--- config.mk ---
export PLATFORM = sky130hd
export DESIGN_NAME = crsp_merge
export DESIGN_NICKNAME = d
export VERILOG_FILES = /design/src/rtl/crsp_pkg.sv /design/src/rtl/crsp_merge.sv
export SDC_FILE = /design/constraint.sdc
export NUM_CORES = 1
export LEC_CHECK = 0
export BUFFER_PORTS_ARGS = -buffer_cell sky130_fd_sc_hd__buf_2
export CAP_MARGIN = 0
export CORE_ASPECT_RATIO = 1.5
export CORE_MARGIN = 10
export CORE_UTILIZATION = 44
export CTS_CLUSTER_DIAMETER = 50
export DETAILED_ROUTE_END_ITERATION = 8
export PLACE_DENSITY = 0.86
export SYNTH_ARGS = -nofsm -noshare
export SYNTH_HDL_FRONTEND = slang
export SYNTH_SLANG_ARGS = --single-unit
--- constraint.sdc ---
create_clock -name clock -period 1.4 [get_ports clock]
set_clock_uncertainty 0.1 [all_clocks]
set_input_delay 0.14 -clock clock [delete_from_list [all_inputs] [get_ports clock]]
set_output_delay 0.14 -clock clock [all_outputs]
set_load 0.05 [all_outputs]
--- src/rtl/crsp_pkg.sv ---
// Shared widths, types and constants for the Catmull-Rom spline point block.
package crsp_pkg;

   localparam int COORD_W     = 32;              // Q16.16 coordinate
   localparam int PARAM_W     = 17;              // Q1.16 parameter, 1.0 included
   localparam int NUM_PTS     = 4;
   localparam int NUM_LANES   = 2;               // one lane per axis
   localparam int LANE_STAGES = 8;
   localparam int NUM_STG     = LANE_STAGES + 1; // plus the output register
   localparam int Q_W         = 37;              // rounded value before clipping

   localparam int REQ_FIELDS_W = NUM_PTS * NUM_LANES * COORD_W + PARAM_W;
   localparam int REQ_W        = ((REQ_FIELDS_W + 7) / 8) * 8;
   localparam int RSP_FIELDS_W = NUM_LANES * COORD_W + 1;
   localparam int RSP_W        = ((RSP_FIELDS_W + 7) / 8) * 8;

   localparam logic [PARAM_W-1:0] PARAM_ONE = PARAM_W'(65536);
   localparam logic [COORD_W-1:0] COORD_MAX = {1'b0, {(COORD_W-1){1'b1}}};
   localparam logic [COORD_W-1:0] COORD_MIN = {1'b1, {(COORD_W-1){1'b0}}};

   typedef logic signed [COORD_W-1:0] coord_type;
   typedef logic [PARAM_W-1:0]        param_type;
   typedef logic signed [Q_W-1:0]     q_type;

   typedef struct packed {
      logic [LANE_STAGES-1:0] lane_en;
      logic                   out_en;
   } stage_ctl_type;

endpackage

--- src/rtl/crsp_merge.sv ---
// Clips both axes to Q16.16, merges the clip flags and holds the result register.
module crsp_merge (
   input  logic                    clock,
   input  crsp_pkg::stage_ctl_type ctl,
   input  crsp_pkg::q_type         q_x,
   input  crsp_pkg::q_type         q_y,
   output crsp_pkg::coord_type     out_x,
   output crsp_pkg::coord_type     out_y,
   output logic                    saturated
);
   import crsp_pkg::*;

   localparam int HI_W = Q_W - COORD_W + 1;

   coord_type out_x_ff, out_x_in;
   coord_type out_y_ff, out_y_in;
   logic      sat_ff, sat_in;
   logic      fit_x, fit_y;
   logic [HI_W-1:0] hi_x, hi_y;

   always_comb begin
      // fits when the bits above the sign of a 32-bit value are all copies of it
      hi_x  = q_x[Q_W-1:COORD_W-1];
      hi_y  = q_y[Q_W-1:COORD_W-1];
      fit_x = (&hi_x) || !(|hi_x);
      fit_y = (&hi_y) || !(|hi_y);
      out_x_in = fit_x ? q_x[COORD_W-1:0] : (q_x[Q_W-1] ? COORD_MIN : COORD_MAX);
      out_y_in = fit_y ? q_y[COORD_W-1:0] : (q_y[Q_W-1] ? COORD_MIN : COORD_MAX);
      sat_in   = !fit_x || !fit_y;
   end

   always_ff @(posedge clock) begin
      if (ctl.out_en) begin
         out_x_ff <= out_x_in;
         out_y_ff <= out_y_in;
         sat_ff   <= sat_in;
      end
   end

   assign out_x     = out_x_ff;
   assign out_y     = out_y_ff;
   assign saturated = sat_ff;

endmodule

# --- After elaboration in Yosys (flattened, before gate mapping) ---
# Index checks and enable logic that the tools add are counted.
word_totals:
  ff_bits: 65
  input_bits: 84
  output_inout_bits: 65
  word_cells: 18
op_classes:
  muxes: 4
  n_reduce_logical: 11
op_table:
  columns: ["cell", "count"]
  rows:
  - ["$mux 32", 4]
  - ["$reduce_and 6->1", 2]
  - ["$reduce_or 6->1", 2]
  - ["$logic_not 1->1", 4]
  - ["$logic_or 1x1->1", 3]

# --- Longest topological paths before layout ---
# Gate-level depths: netlist of the first run.
depth:
  word_depth: 5
  ltp_mapped: 4
  mapped_depth_nobuf: 3

# --- Worst setup path before layout of the first run ---
# OpenSTA, ideal clock, no wires.
synth_path:
  path_type: "input port to flip-flop"
  startpoint: "input q_y[34]"
  endpoint: "register out_y_ff[0], in the netlist out_y[0], data pin"
  setup_ns: 0.254
  t_arrival_ns: 0.731
  required_ns: 1.046
  path_slack_ns: 0.315
  cell_stages: 4
  path_buffers: 1
  path_cell_list: "nor3_2 a21oi_2 buf_6 o21a_1"
synth_between:
  elab_chain_len: 4
  word_cells_on_any_way: 5
  classes_between: "1 x mux; 4 x reduce/logical"
synth_rtl:
  columns: ["element", "line_no", "rtl"]
  rows:
  - ["start: declaration", "crsp_merge.sv:6", "input crsp_pkg::q_type q_y,"]
  - ["$reduce_or 6->1", "crsp_merge.sv:26", "fit_y = (&hi_y) || !(|hi_y);"]
  - ["$logic_not 1->1", "crsp_merge.sv:26", null]
  - ["$logic_or 1x1->1 (*)", "crsp_merge.sv:26", null]
  - ["$mux 32 (*)", "crsp_merge.sv:28", "out_y_in = fit_y ? q_y[COORD_W-1:0] : (q_y[Q_W-1] ? COORD_MIN : COORD_MAX);"]
  - ["net out_y_in[0]", "crsp_merge.sv:16", "coord_type out_y_ff, out_y_in;"]
  - ["end signal: assignment", "crsp_merge.sv:35", "out_y_ff <= out_y_in;"]
  - ["end: declaration", "crsp_merge.sv:16", null]
# Mark *: on every way through the listed nets, which the timed path passes. The rest lies on a longest branch.
# A chain may end at the register's enable or synchronous reset.

# --- Worst setup path after layout of the first run ---
layout_path:
  startpoint: "input q_x[36]"
  endpoint: "register out_x_ff[0], in the netlist out_x[0], data pin"
layout_between:
  elab_chain_len: 4
  word_cells_on_any_way: 6
  classes_between: "2 x mux; 4 x reduce/logical"
layout_rtl:
  columns: ["element", "line_no", "rtl"]
  rows:
  - ["start: declaration", "crsp_merge.sv:5", "input crsp_pkg::q_type q_x,"]
  - ["$reduce_or 6->1", "crsp_merge.sv:25", "fit_x = (&hi_x) || !(|hi_x);"]
  - ["$logic_not 1->1", "crsp_merge.sv:25", null]
  - ["$logic_or 1x1->1", "crsp_merge.sv:25", null]
  - ["$mux 32 (*)", "crsp_merge.sv:27", "out_x_in = fit_x ? q_x[COORD_W-1:0] : (q_x[Q_W-1] ? COORD_MIN : COORD_MAX);"]
  - ["net out_x_in[0]", "crsp_merge.sv:15", "coord_type out_x_ff, out_x_in;"]
  - ["end signal: assignment", "crsp_merge.sv:34", "out_x_ff <= out_x_in;"]
  - ["end: declaration", "crsp_merge.sv:15", null]
# Marks and branches as above.

==> flow_summary.yaml, run 1 <==
status:
  status: "completed"
cells_and_area:
  seqCellArea_mm2: 0.00195
  drive_above_1_share: 0.455
  fillers: 403
  fin_nets: 444
  final_cells: 438
  multi_input_area_um2: 604
  synthToLayoutAreaGrowth_pct: 56.3
pwr:
  cellPowerDensity_mw_per_mm2: 1210
  leakage_nw: 1.76
  peakVddDrop_uv: 786
yosys:
  synth_compound_area_frac: 0.193
  syn-instance-count: 160
  avgSynthCellArea_um2: 16.9
  seq_area_frac_synth: 0.723
  synth.distinct_cells: 16
  synth_adder_area_share: 0
  muxShareOfSynthArea: 0
  netlist_area_mm2: 0.00270
  synth-xor-area-share: 0
  yosys_warnings: 0
  syn_nets: 244
  synthSimpleGateAreaFrac: 0.0287
  synth_top_family_by_area: "compound AO/OA/AOI/OAI gates"
  ys_ff_latch: 65
route:
  drtAntennaViolNets: 0
  vias: 2112
  drcViolationCount: 0
  drtPass1Iterations: 4
  drtIter0Drc: 82
  wl_mm: 7.69
  wl_per_cell_um: 17.6
  vias_per_cell: 4.82
sta:
  worst_pin_slew_ns: 0.293
  fmaxAchievable_mhz: 748
  worst_slack_ns: 0.0635
  setup_viol: 0
  rsz0062_at_grt: "false"
  finalHoldViolCount: 0
  slew-limit-headroom: 0.805
  finalCritPeriodShare: 0.955
  setup_tns_ns: 0
  finalCriticalPeriod_ns: 1.34
  maxSlewViolCount: 0
place:
  pre_cts_slack_ns: 0.0720
  place.gp.congestion: 0.728
  dp_hpwl_mm: 5.44
  numPortBuffers: 140
  placed_cells: 365
die:
  die_y_um: 116
  num_rows: 34
  die_w_um: 84.0
  coreArea_mm2: 0.00587
  dieArea_mm2: 0.00974
  initial_core_util: 0.460
  num_io_pins: 149
worst_setup_path:
  start_kind: "input pin"
  path_class: "input pin to flop"
  worstPathRequired_ns: 1.49
  crit_path_max_fanout: 17
  arrival_ns: 1.43
  endpoint_kind: "flop"
cts:
  h-tree-depth: 3
  clkTransAtPathRegs_ns: 0.06
  cts_buffers: 9
  postCtsSetupRepairBufs: 0
  clockBufferDepth: 2
  cts_tree: "built"
  cts_sinks: 65
  root_buffer: "clkbuf_8"
global_route:
  grtUsageTotal: 0.152
  grt_max_degree: 44
  antenna_found_initial: 0
  overflow: 0
  grt_pass1_vias: 2290
  grt_pass1_wl_mm: 11.6
hold_path:
  hp-class: "input pin to flop"
flow_run:
  cap_violations: 0
-- layout make-up --
cell class | count | area share
inverter | 2 | 0.00178
timing repair buffer | 203 | 0.329
multi-input combinational | 79 | 0.143
tap | 72 | 0.0213
sequential | 65 | 0.462
clock inverter | 5 | 0.0110
clock buffer | 11 | 0.0311
antenna | 1 | 0.000593
-- worst paths after layout --
| check | from | end | depth (start not counted) | slack [ns] |
|---|---|---|---|---|
| hold / removal | q_x[19] | out_x[19] | 2 | 0.02 |
| setup / recovery | q_x[36] | out_x[0] | 5 | 0.06 |
-- synthesized netlist by cell type --
library cell	n	area, µm²
o21ai_4	2	32.5
o22ai_1	1	6.26
nand2_1	1	3.75
nand3_1	2	10.0
edfxtp_1	65	1950
nor2_1	3	11.3
buf_6	12	135
and3_1	1	6.26
and3b_1	1	8.76
inv_1	2	7.51
o21a_1	62	465
clkbuf_1	2	7.51
nor3_1	1	5.00
nand4_2	1	12.5
a21oi_2	2	17.5
nor3_2	2	20.0
-- kinds of logic (layout without fill, tap and decap cells) --
group,Yosys count,after routing
other,0,1
and+or+nand+nor,12,12
DFF,65,65
buffers and inverters,16,221
AOI/OAI and AO/OA,67,67
-- report_power, final --
group          leakage [nW]  switching (mW)  internal [mW]
logic                  1.04           0.879          0.409
registers             0.632          0.0420           2.34
clock network        0.0898           0.638          0.803
-- cells in the final DEF, fill, tap and decap left out --
| cell type | count |
|---|---|
| buf_2 | 140 |
| edfxtp_1 | 65 |
| o21a_1 | 62 |
| dlygate4sd3_1 | 56 |
| clkbuf_8 | 9 |
| buf_12 | 6 |
| nor3_2 | 3 |
| nor2_1 | 3 |
| clkinv_1 | 3 |
| a21oi_2 | 2 |
| inv_1 | 2 |
| o21ai_4 | 2 |
| nand3_1 | 2 |
| clkbuf_1 | 2 |
| diode_2 | 1 |
| nand4_2 | 1 |
| nand2_1 | 1 |
| and3b_1 | 1 |
| and3_1 | 1 |
| o22ai_1 | 1 |
| clkinv_2 | 1 |
| bufinv_16 | 1 |
| buf_4 | 1 |
-- through the flow --
step | cell area (µm²) | hold WS, ns | utilization | power, mW
3_3_place_gp | 3480 | 0.310 | 0.592 | 3.56
2_1_floorplan | 2700 | 0.152 | - | 3.23
3_5_place_dp | 3480 | 0.311 | 0.592 | 3.60
4_1_cts | 4190 | 0.00109 | 0.713 | 5.16
6_report | 4220 | 0.0170 | 0.719 | 5.11
5_1_grt | 4220 | 0.00284 | 0.719 | 5.32
-- registers in the layout, summed over array words and instances (netlist names) --
register / count
out_x: 32
out_y: 32
saturated: 1
-- critical path, cell delays in order --
cell and delay (ns):
dlygate4sd3_1 0.54, buf_2 0.17, a21oi_2 0.26, buf_12 0.19, o21a_1 0.12
-- repair_timing --
action,in CTS,in global routing
hold endpoints to repair,53,3
gates resized for setup,0,1
hold buffers,53,3
setup endpoints to repair,0,1
-- metal layers --
layer / global-route usage / wire length (µm)
met1: 0.142 / 2680
met2: 0.283 / 4250
met3: 0.0716 / 660
met4: 0.0526 / 107
met5: 0 / 0
No activity file was read; power rests on OpenSTA's default activity.
==> inputs of run 2 (changes only) <==
--- a/config.mk
+++ b/config.mk
@@ -7,12 +7,14 @@
 export LEC_CHECK = 0
 export BUFFER_PORTS_ARGS = -buffer_cell sky130_fd_sc_hd__buf_2
 export CAP_MARGIN = 0
+export CELL_PAD_IN_SITES_DETAIL_PLACEMENT = 0
+export CELL_PAD_IN_SITES_GLOBAL_PLACEMENT = 1
 export CORE_ASPECT_RATIO = 1.5
 export CORE_MARGIN = 10
-export CORE_UTILIZATION = 44
+export CORE_UTILIZATION = 31
 export CTS_CLUSTER_DIAMETER = 50
 export DETAILED_ROUTE_END_ITERATION = 8
-export PLACE_DENSITY = 0.86
+export PLACE_DENSITY = 0.83
 export SYNTH_ARGS = -nofsm -noshare
 export SYNTH_HDL_FRONTEND = slang
 export SYNTH_SLANG_ARGS = --single-unit
==> constraint.sdc (replaced) <==
create_clock -name clock -period 1.18 [get_ports clock]
set_clock_uncertainty 0.1 [all_clocks]
set_input_delay 0.118 -clock clock [delete_from_list [all_inputs] [get_ports clock]]
set_output_delay 0.118 -clock clock [all_outputs]
set_load 0.05 [all_outputs]
==> flow_summary.yaml, run 2 (same netlist as run 1, synthesis figures left out) <==
cts:
  cts_sinks: 65
  root_buffer: "clkbuf_16"
  cts_tree: "built"
  h-tree-depth: 3
  clockBufferDepth: 2
  postCtsSetupRepairBufs: 0
  clkTransAtPathRegs_ns: 0.06
  cts_buffers: 9
die:
  die_w_um: 96.2
  num_io_pins: 149
  coreArea_mm2: 0.00846
  die_y_um: 134
  num_rows: 41
  initial_core_util: 0.319
  dieArea_mm2: 0.0129
cells_and_area:
  multi_input_area_um2: 616
  seqCellArea_mm2: 0.00195
  layout_commonest_cell: "buf_2"
  synthToLayoutAreaGrowth_pct: 69.1
  fillers: 715
  fin_nets: 459
  drive_above_1_share: 0.463
  final_cell_mix: "buf_2, edfxtp_1, dlygate4sd3_1"
  final_util: 0.540
pwr:
  peakVddDrop_uv: 844
  leakage_nw: 1.89
  finalPower_mw: 7.23
  cellPowerDensity_mw_per_mm2: 1580
sta:
  whs_ns: 0.171
  finalCriticalPeriod_ns: 1.15
  finalHoldViolCount: 0
  slew-limit-headroom: 0.672
  finalCritPeriodShare: 0.975
  maxSlewViolCount: 0
  fmaxAchievable_mhz: 869
  setup_viol: 0
  worst_pin_slew_ns: 0.490
global_route:
  grt_pass1_wl_mm: 12.4
  grtUsageTotal: 0.125
  overflow: 0
  grt_max_degree: 38
  antenna_found_initial: 2
  grt_pass1_vias: 2449
worst_setup_path:
  endpoint_kind: "output pin"
  crit_path_max_fanout: 1
  worstPathRequired_ns: 0.96
  arrival_ns: 0.93
  cp.depth: 1
  worstPathCellList: "clkbuf_4"
  crit_slowest_cell: "edfxtp_1"
  crit_start: "out_x[26]"
  path_class: "flop to output pin"
  endpoint: "out_x[26]"
  timing.critical_path.max_delay_family: "flip-flops"
  critPathMaxStageDelay_ns: 0.38
  path_buf_inv: 1
  start_kind: "flop"
flow_run:
  cap_violations: 0
place:
  place.gp.congestion: 0.716
  dp_hpwl_mm: 5.54
  numPortBuffers: 140
hold_path:
  hp-class: "input pin to flop"
route:
  drcViolationCount: 0
  drtAntennaViolNets: 0
  vias_per_cell: 4.50
  wl_mm: 8.11
  vias: 2202
  wl_per_cell_um: 16.6
  drtIter0Drc: 78
  drtPass1Iterations: 4
status:
  status: "completed"
run 2: cell types whose count changed in the layout (fill, tap and decap cells not counted), moves of 2 or more:
cell           change
buf_4             +14
buf_2             -13
clkbuf_16          +9
clkbuf_8           -9
dlygate4sd3_1      +8
clkbuf_4           +6
clkbuf_1           -2
clkinv_1           -2
run 2: routing by layer:
layer,vias to the layer above,routed length [µm],track usage,part of all wire
met5,-,0,0,0
met4,0,265,0.0650,0.033
met3,23,802,0.0631,0.099
met2,103,4240,0.212,0.52
met1,1019,2800,0.118,0.35
li1,1057,-,-,-
run 2: layout make-up:
type                    instances  area share
flip-flops and latches         65       0.427
repair buffers                217       0.336
multi-input cells              80       0.135
clock buffers                   9      0.0493
well taps                     107      0.0293
clock inverters                 7      0.0205
inverters                       2     0.00164
diodes                          2     0.00110
run 2: timing repair:
| item | in CTS | in global routing |
|---|---|---|
| hold buffers | 64 | 0 |
| gates resized for setup | 0 | 21 |
| endpoints found under the hold margin | 64 | 0 |
| setup endpoints to repair | 0 | 38 |
run 2: metrics by stage:
stage | instances | worst slack [ns] | area, µm² | TNS, ns
finish | 489 | 0.0298 | 4570 | 0
global route | 489 | -0.00608 | 4570 | -0.00608
CTS | 486 | 0.00954 | 4510 | 0
detailed placement | 406 | -0.276 | 3550 | -11.12
global placement | 406 | -0.246 | 3550 | -9.37
floorplan | 160 | 0.117 | 2700 | 0
run 2: worst min-delay path by stage:
| stage | from | end | slack [ns] | depth (start not counted) |
|---|---|---|---|---|
| after CTS | ctl[0] | out_y[15] | 0.16 | 2 |
| after global placement | q_y[36] | out_y[31] | 0.28 | 1 |
| final | ctl[0] | out_y[15] | 0.17 | 2 |
| after floorplan | ctl[0] | out_x[0] | 0.13 | 0 |
| after global routing | ctl[0] | out_y[15] | 0.16 | 2 |
| after detailed placement | q_y[36] | out_y[31] | 0.30 | 1 |
run 2: where the power goes:
part | switching (mW) | internal, mW
logic | 1.06 | 0.532
registers | 0.0458 | 2.78
clock network | 0.968 | 1.85
==> inputs of run 3 (changes only) <==
--- a/config.mk
+++ b/config.mk
@@ -11,10 +11,10 @@
 export CELL_PAD_IN_SITES_GLOBAL_PLACEMENT = 1
 export CORE_ASPECT_RATIO = 1.5
 export CORE_MARGIN = 10
-export CORE_UTILIZATION = 31
+export CORE_UTILIZATION = 30
 export CTS_CLUSTER_DIAMETER = 50
 export DETAILED_ROUTE_END_ITERATION = 8
-export PLACE_DENSITY = 0.83
+export PLACE_DENSITY = 0.81
 export SYNTH_ARGS = -nofsm -noshare
 export SYNTH_HDL_FRONTEND = slang
 export SYNTH_SLANG_ARGS = --single-unit
==> flow_summary.yaml, run 3 (same netlist as run 1, synthesis figures left out) <==
worst_setup_path:
  path_class: "flop to output pin"
  crit_slowest_cell: "edfxtp_1"
  worstPathRequired_ns: 0.96
  critPathMaxStageDelay_ns: 0.38
  endpoint_kind: "output pin"
  path_buf_inv: 1
  cp.depth: 1
  worstPathCellList: "buf_2"
  crit_path_max_fanout: 1
  arrival_ns: 0.92
  timing.critical_path.max_delay_family: "flip-flops"
  start_kind: "flop"
pwr:
  netSwitchingPower_mw: 1.97
  p_comb_frac: 0.230
  switching_share: 0.287
  peakVddDrop_uv: 727
  leakage_nw: 1.85
  cellPowerDensity_mw_per_mm2: 1530
  seqPwrFrac: 0.414
  internal-power_mw: 4.87
  clkPwrFrac: 0.357
die:
  die_y_um: 136
  num_io_pins: 149
  coreArea_mm2: 0.00883
  initial_core_util: 0.306
  die_w_um: 97.5
  num_rows: 42
  dieArea_mm2: 0.0133
route:
  wl_mm: 8.24
  wl_per_cell_um: 17.0
  drcViolationCount: 0
  drtPass1Iterations: 4
  drtAntennaViolNets: 0
  vias_per_cell: 4.50
  drtIter0Drc: 66
  vias: 2183
global_route:
  grtUsageTotal: 0.118
  grt_max_degree: 39
  antenna_found_initial: 0
  grt_pass1_vias: 2321
  grt_pass1_wl_mm: 12.4
  overflow: 0
sta:
  finalCriticalPeriod_ns: 1.14
  finalHoldViolCount: 0
  finalCritPeriodShare: 0.968
  worst_pin_slew_ns: 0.519
  worst_slack_ns: 0.0382
  maxSlewViolCount: 0
  fmaxAchievable_mhz: 876
  rsz0062_at_grt: "false"
  setup_viol: 0
  slew-limit-headroom: 0.653
cells_and_area:
  stdcell_area_mm2: 0.00448
  fin_nets: 455
  drive_above_1_share: 0.448
  synthToLayoutAreaGrowth_pct: 65.8
  final_util: 0.507
  layout_commonest_cell: "buf_2"
  final_cell_mix: "buf_2, edfxtp_1, dlygate4sd3_1"
  antenna_cells: 0
cts:
  clockBufferDepth: 2
  clkTransAtPathRegs_ns: 0.05
  h-tree-depth: 3
  cts_buffers: 9
  root_buffer: "clkbuf_16"
  cts_sinks: 65
  cts_tree: "built"
place:
  numPortBuffers: 140
  placed_cell_area_mm2: 0.00350
  dp_hpwl_mm: 5.53
  place.gp.congestion: 0.728
  pre_cts_slack_ns: -0.321
status:
  status: "completed"
hold_path:
  hold_depth: 2
  hp-class: "input pin to flop"
flow_run:
  cap_violations: 0
-- run 3: metrics by stage --
step	instances	power, mW	TNS, ns	hold slack (ns)
6_report	485	6.84	0	0.177
5_1_grt	485	7.12	0	0.179
4_1_cts	482	6.92	0	0.169
3_5_place_dp	403	4.25	-18.25	0.304
3_3_place_gp	403	4.23	-16.40	0.299
2_1_floorplan	160	3.84	0	0.130
-- run 3: timing repair --
action,CTS,global route
setup buffers,0,1
hold endpoints to repair,64,0
hold buffers,64,0
endpoints found under the setup margin,0,66
gates resized for setup,0,8
-- run 3: area by class of cell --
class / count / area [µm²]
clock inverters: 6 / 50.0
fillers: 778 / 4350
well taps: 110 / 138
repair buffers: 212 / 1470
flip-flops and latches: 65 / 1950
inverters: 2 / 7.51
multi-input cells: 81 / 632
clock buffers: 9 / 225
-- run 3: path summary, 6_finish.rpt --
kind                      start   endpoint  slack (ns)
worst max-delay path  out_y[18]  out_y[18]        0.04
worst min-delay path     ctl[0]  out_y[20]        0.18
-- run 3: layer usage --
layer	global-route usage	wire, µm	share of wire
met1	0.118	3030	0.37
met3	0.0600	804	0.098
met5	0	0	0
met4	0.0446	103	0.013
met2	0.203	4300	0.52
-- run 3: power groups by stage --
stage	clock network [mW]	registers (mW)	logic (mW)
3_3_place_gp	0	2.86	1.36
3_5_place_dp	0	2.88	1.38
5_1_grt	2.61	2.85	1.65
4_1_cts	2.54	2.83	1.55
6_report	2.44	2.83	1.57
2_1_floorplan	0	3.60	0.237
